**src/rtl/kmc_pkg.sv**
```systemverilog
// Shared constants, command codes and register addresses for the k-means clustering engine.
package kmc_pkg;
  localparam int MAX_POINTS   = 1024;
  localparam int MAX_DIMS     = 8;
  localparam int MAX_CLUSTERS = 16;
  localparam int COORD_W      = 16;
  localparam int PIDX_W       = $clog2(MAX_POINTS);
  localparam int DIDX_W       = $clog2(MAX_DIMS);
  localparam int CIDX_W       = $clog2(MAX_CLUSTERS);
  localparam int CNT_W        = PIDX_W + 1;
  localparam int SUM_W        = COORD_W + PIDX_W + 1;
  localparam int QCNT_W       = $clog2(SUM_W + 1);

  localparam logic [1:0] CMD_LOAD     = 2'd0;
  localparam logic [1:0] CMD_RUN      = 2'd1;
  localparam logic [1:0] CMD_RD_ASSIGN = 2'd2;
  localparam logic [1:0] CMD_RD_CENT  = 2'd3;

  localparam logic [1:0] REG_NUM_POINTS = 2'd0;
  localparam logic [1:0] REG_DIMS       = 2'd1;
  localparam logic [1:0] REG_CLUSTERS   = 2'd2;
  localparam logic [1:0] REG_MAX_ITER   = 2'd3;
endpackage

```
**src/rtl/kmc_div.sv**
```systemverilog
// Restoring divider: one quotient bit per cycle, unsigned.
module kmc_div (
  input  logic                     clk,
  input  logic                     rst_n,
  input  logic                     start,
  input  logic [kmc_pkg::SUM_W-1:0] dividend,
  input  logic [kmc_pkg::CNT_W-1:0] divisor,
  output logic                     done,
  output logic [kmc_pkg::SUM_W-1:0] quotient
);
  import kmc_pkg::*;

  logic                busy_r;
  logic                done_r;
  logic [QCNT_W-1:0]   cnt_r;
  logic [CNT_W-1:0]    rem_r;
  logic [SUM_W-1:0]    quo_r;
  logic [CNT_W-1:0]    dvs_r;
  logic [CNT_W:0]      rem_sh;
  logic [CNT_W:0]      rem_sub;

  assign rem_sh  = {rem_r, quo_r[SUM_W-1]};
  assign rem_sub = rem_sh - {1'b0, dvs_r};

  always_ff @(posedge clk) begin
    if (!rst_n) begin
      busy_r <= 1'b0;
      done_r <= 1'b0;
      cnt_r  <= '0;
    end else begin
      done_r <= 1'b0;
      if (start) begin
        busy_r <= 1'b1;
        cnt_r  <= '0;
        rem_r  <= '0;
        quo_r  <= dividend;
        dvs_r  <= divisor;
      end else if (busy_r) begin
        if (!rem_sub[CNT_W]) begin
          rem_r <= rem_sub[CNT_W-1:0];
          quo_r <= {quo_r[SUM_W-2:0], 1'b1};
        end else begin
          rem_r <= rem_sh[CNT_W-1:0];
          quo_r <= {quo_r[SUM_W-2:0], 1'b0};
        end
        if (cnt_r == QCNT_W'(SUM_W - 1)) begin
          busy_r <= 1'b0;
          done_r <= 1'b1;
        end
        cnt_r <= cnt_r + 1'b1;
      end
    end
  end

  assign done     = done_r;
  assign quotient = quo_r;
endmodule

```
**config.mk**
```make
export PLATFORM = sky130hd
export DESIGN_NAME = kmc_div
export DESIGN_NICKNAME = d
export VERILOG_FILES = /design/src/rtl/kmc_pkg.sv /design/src/rtl/kmc_div.sv
export SDC_FILE = /design/constraint.sdc
export NUM_CORES = 1
export LEC_CHECK = 0
export BUFFER_PORTS_ARGS = -buffer_cell sky130_fd_sc_hd__clkbuf_2
export CORE_MARGIN = 1.5
export CORE_UTILIZATION = 55
export DETAILED_ROUTE_END_ITERATION = 7
export HOLD_SLACK_MARGIN = 0.12
export PLACE_DENSITY_LB_ADDON = 0.2
export RECOVER_POWER = 100
export SLEW_MARGIN = 20
export SYNTH_ARGS = -nofsm -noshare
export SYNTH_HDL_FRONTEND = slang
export SYNTH_SLANG_ARGS = --single-unit
export TNS_END_PERCENT = 50
```
**constraint.sdc**
```tcl
create_clock -name clk -period 6.2 [get_ports clk]
set_clock_uncertainty 0.1 [all_clocks]
set_input_delay 1.24 -clock clk [delete_from_list [all_inputs] [get_ports clk]]
set_output_delay 1.24 -clock clk [all_outputs]
set_load 0.01 [all_outputs]
```
======== Word-level counts from Yosys, hierarchy flattened ========
Index checks and enable logic that the tools add are counted.
word-level totals
  input port bits ......................... 41
  output and inout bits ................... 28
  register bits ........................... 56
cells by class
  reduce and logical (&&, ||, !) cells .... 5
  muxes and demuxes ....................... 9
  eq/ne operators ......................... 1
  $add $sub $neg .......................... 2
  bitwise operators ....................... 2
operators by type and width
  cell                   number
  $mux W27               2
  $mux W11               2
  $sub A12 B11 Y12       1
  $add A5 B1 Y5 const B  1
  $eq A5 B5 Y1 const B   1
  $mux W1                5
  $reduce_and A2 Y1      2
  $reduce_or A3 Y1       1
  $not A1 Y1             2
  $reduce_bool A2 Y1     1
  $reduce_or A2 Y1       1

======== Logic depth before layout (Yosys ltp) ========
  depth in word-level cells ............... 4
  mapped depth ............................ 11
  gate-level depth less buffers ........... 11

======== Least setup slack after synthesis ========
Ideal clock, no wire load.
  kind .................................... in2reg
  from .................................... input start
  to ...................................... register quo_r[0] (netlist: quotient[0]) (enable)
  stages on the path ...................... 2
  path slack .............................. 3.317 ns
  data arrival time ....................... 2.385 ns
  path buffers ............................ 1
  path through ............................ clkbuf_1 -> o21a_1
between the ends
  word-level cells in the longest chain between the ends .. 2
ends and longest elaborated chain
  item                          line           text
  start, declared               kmc_div.sv:5   input logic start,
  $reduce_bool A2 Y1 (no line)  --
  $reduce_and A2 Y1 (no line)   --
  end signal, assigned          kmc_div.sv:36  quo_r <= dividend;
  end signal, assigned          kmc_div.sv:41  quo_r <= {quo_r[SUM_W-2:0], 1'b1};
  end signal, assigned          kmc_div.sv:44  quo_r <= {quo_r[SUM_W-2:0], 1'b0};
  end, declared                 kmc_div.sv:17  logic [SUM_W-1:0] quo_r;
No other way between the ends.
A chain may end at the register's enable or synchronous reset.

======== Final worst setup path ========
  from .................................... input start
  to ...................................... register quo_r[21] (netlist: quotient[21]) (enable)
The elaborated chain is that of the path after synthesis.

==> results by group <==
Global route
  – Vias in the first global route: 1765
  – First-pass GRT wire length: 8.16 mm
  – Initial antenna violation count: 0
  – Gr usage total: 19.4%
  – Largest net degree at the start of global routing: 44
  – Total global routing overflow: 0

Yosys
  – Post-Syn Nets: 276
  – Mean Syn Cell Area: 13.0 um^2
  – Synth warn: 0
  – Seq cells post-synth: 56
  – Post-synth EDFFs: 49
  – Library cells used by synthesis: 43
  – Post-Synthesis Cells: 221
  – Async SR Flop Fraction: 0%
  – Post-Syn Area: 0.00287 mm^2
  – Synth Flop Type: edfxtp_1
  – Sequential element share of the synthesized area: 56.2%

Worst setup path
  – Reg2reg end: rem_r[1]
  – Worst path top cell family by delay: buffers and inverters
  – Startpoint types: input port
  – Crit-path max cell delay: 1390 ps
  – Endpoint type of the worst setup path: register
  – Worst path arrival time: 3750 ps
  – Reg-to-reg slack, setup: 2670 ps
  – Worst EP required: 6080 ps
  – Worst reg2reg path depth: 9
  – Worst-path cell chain: clkbuf_1 > o21a_1 > buf_4
  – Sum of buffers and inverters on the critical path: 2
  – Slowest cell on crit path: clkbuf_1
  – Critical path peak fanout: 43
  – Critical Path Stages: 3
  – Worst r2r src: rem_r[6]
  – Crit Path Class: input port to register

CTS
  – Clock latency on the worst-skew pair: 300 ps
  – Clk sinks: 56
  – Total setup buffers inserted after CTS: 0
  – Hold Buf Count CTS: 0
  – Max clock buf depth: 2
  – TritonCTS buffer count: 5
  – H-tree depth: 2
  – Root Buffer: clkbuf_8
  – CTS tree: done
  – Post_cts resized: 0
  – Worst-path clk slew: 90 ps

Placed design
  – DP Wirelength: 3.64 mm
  – Gpl congestion: 0.758
  – Pre-CTS setup slack: 2680 ps
  – Port Buffers: 68

Power and ir drop
  – PwrDens: 260 mW/mm^2
  – Leak Pwr: 1.31 nW
  – VDD IR-drop max: 0.160 mV

Cells and area
  – Utilization after layout: 64.9%
  – Layout cell share with drive strength beyond 1: 20.6%
  – N_diodes: 0
  – Nets: 345
  – Synth-to-Final Area Change: 14.9%

Floorplanning
  – Ports: 69
  – Starting density of the core: 56.5%
  – Die H: 75.2 um
  – Row count: 26
  – Die width: 75.2 um
  – Core box area: 0.00507 mm^2
  – DIE AREA: 0.00566 mm^2

STA
  – RSZ-0062 raised after global routing: no
  – Tmin final: 3870 ps
  – Final setup violating endpoints: 0
  – Worst hold slack: 419 ps
  – Final Worst Setup Slack: 2330 ps
  – Tcrit/Tclk final: 62.4%
  – Slew Limit Fails: 44
  – Sum Neg Setup Slack: 0 ps
  – Slew at the pin closest to its max-slew limit: 1980 ps
  – Max Clock Freq: 259 MHz
  – Relative slew slack: -32.3%
  – Final hold vios: 0

Route
  – Drt via density: 5.22
  – Final ANT Viol Nets: 0
  – Total wire length: 4.89 mm
  – DRC viols: 0
  – 1st-pass router iterations: 4
  – Vias: 1886
  – Avg WL per Cell: 13.5 um
  – 1st-iter DRT viols: 84

Hold path
  – Hold Path Cell Cnt: 2
  – Worst hold start: cnt_r[1]
  – Hold Crit Class: register to register
  – WHS Endpoint: cnt_r[1]

Outcome
  – Failing checks: max-capacitance violations, max-slew violations
  – Status: finished, violations left

Run
  – Max Cap Violations: 1
==> routing by layer <==
layer / track usage [%] / wire [um] / up-vias
li1: - / - / 945
met4: 6.55 / 71 / 0
met3: 4.02 / 176 / 6
met2: 31.8 / 2460 / 40
met5: 0 / 0 / -
met1: 25.9 / 2180 / 895
==> worst register-to-register path, cell delays in order, from the launching register on <==
cell	delay, ps
edfxtp_1	410
ha_1	420
a21oi_1	90
o21ai_0	260
or3b_1	160
o311ai_0	120
a211oi_1	840
clkbuf_1	470
mux2i_1	270
nor2_1	70
==> through the flow <==
stage	std cells	instance area [um^2]	total power, W
3_5_place_dp	353	3270	0.000685
3_3_place_gp	353	3270	0.000681
5_1_grt	361	3290	0.000901
4_1_cts	361	3360	0.000878
6_report	361	3290	0.000857
2_1_floorplan	221	2870	0.000630
==> synth_stat cells, drive strengths merged, types with 3 or more instances <==
| cell | n | share of area [%] |
|---|---|---|
| o21ai | 7 | 1.4 |
| inv | 14 | 1.8 |
| nor2 | 23 | 3.0 |
| a21oi | 6 | 1.2 |
| a211oi | 5 | 1.5 |
| mux2i | 9 | 3.1 |
| xnor2 | 6 | 1.8 |
| nand2 | 8 | 1.0 |
| clkbuf | 6 | 0.79 |
| ha | 13 | 5.7 |
| o21a | 6 | 1.8 |
| edfxtp | 49 | 51 |
| mux2 | 27 | 11 |
| nor2b | 3 | 0.65 |
| dfxtp | 7 | 4.9 |
| xor2 | 4 | 1.2 |
==> final cells by class <==
class	count	area (um^2)
multi-input cells	143	1140
clock inverters	2	16.3
clock buffers	6	72.6
inverters	14	52.6
repair buffers	70	315
flip-flops and latches	56	1610
well taps	70	87.6
fillers	446	1780
==> where the power goes <==
group,switching [W],internal [W]
combinational,0.000110,0.0000941
sequential,0.0000141,0.000446
clock,0.000112,0.0000805
total,0.000236,0.000621
==> logic make-up after synthesis <==
logic type / Yosys count / synth area share [%]
AOI/OAI and AO/OA: 32 / 8.77
adders and majority gates: 14 / 6.37
muxes: 36 / 13.7
buffers and inverters: 22 / 3.18
and+or+nand+nor: 51 / 8.68
xor gates and xnor gates: 10 / 3.05
DFF: 56 / 56.2
==> cells in the final DEF (no fill, tap or decap), types with 2 or more instances in the layout <==
cell type and n:
nor3_1 2, o21ai_0 5, nor2_1 23, nor4_1 2, dfxtp_1 7, o21a_1 5, and4b_1 2, a21o_1 2
a21oi_1 5, nand2_1 8, or3_1 2, a211oi_1 5, nor2b_1 3, ha_1 13, xor2_1 4, nand4_1 2
edfxtp_1 49, o21ai_1 2, mux2i_1 9, xnor2_1 6, inv_1 14, clkbuf_2 39, clkbuf_8 5, mux2_2 11
mux2_1 16, clkbuf_1 31, nand2b_1 2
==> state kept, by name (all words and copies together), names as in the netlist <==
| name | flops |
|---|---|
| dvs_r | 11 |
| busy_r | 1 |
| quotient | 27 |
| rem_r | 11 |
| done | 1 |
| cnt_r | 5 |
==> worst max-delay path by stage <==
stage               startpoint      endpoint
CTS                      start  quotient[18]
finish                   start  quotient[21]
floorplan                start   quotient[0]
global placement         start   quotient[4]
global route             start  quotient[21]
detailed placement       start   quotient[4]
(Power assumes the default switching activity.)
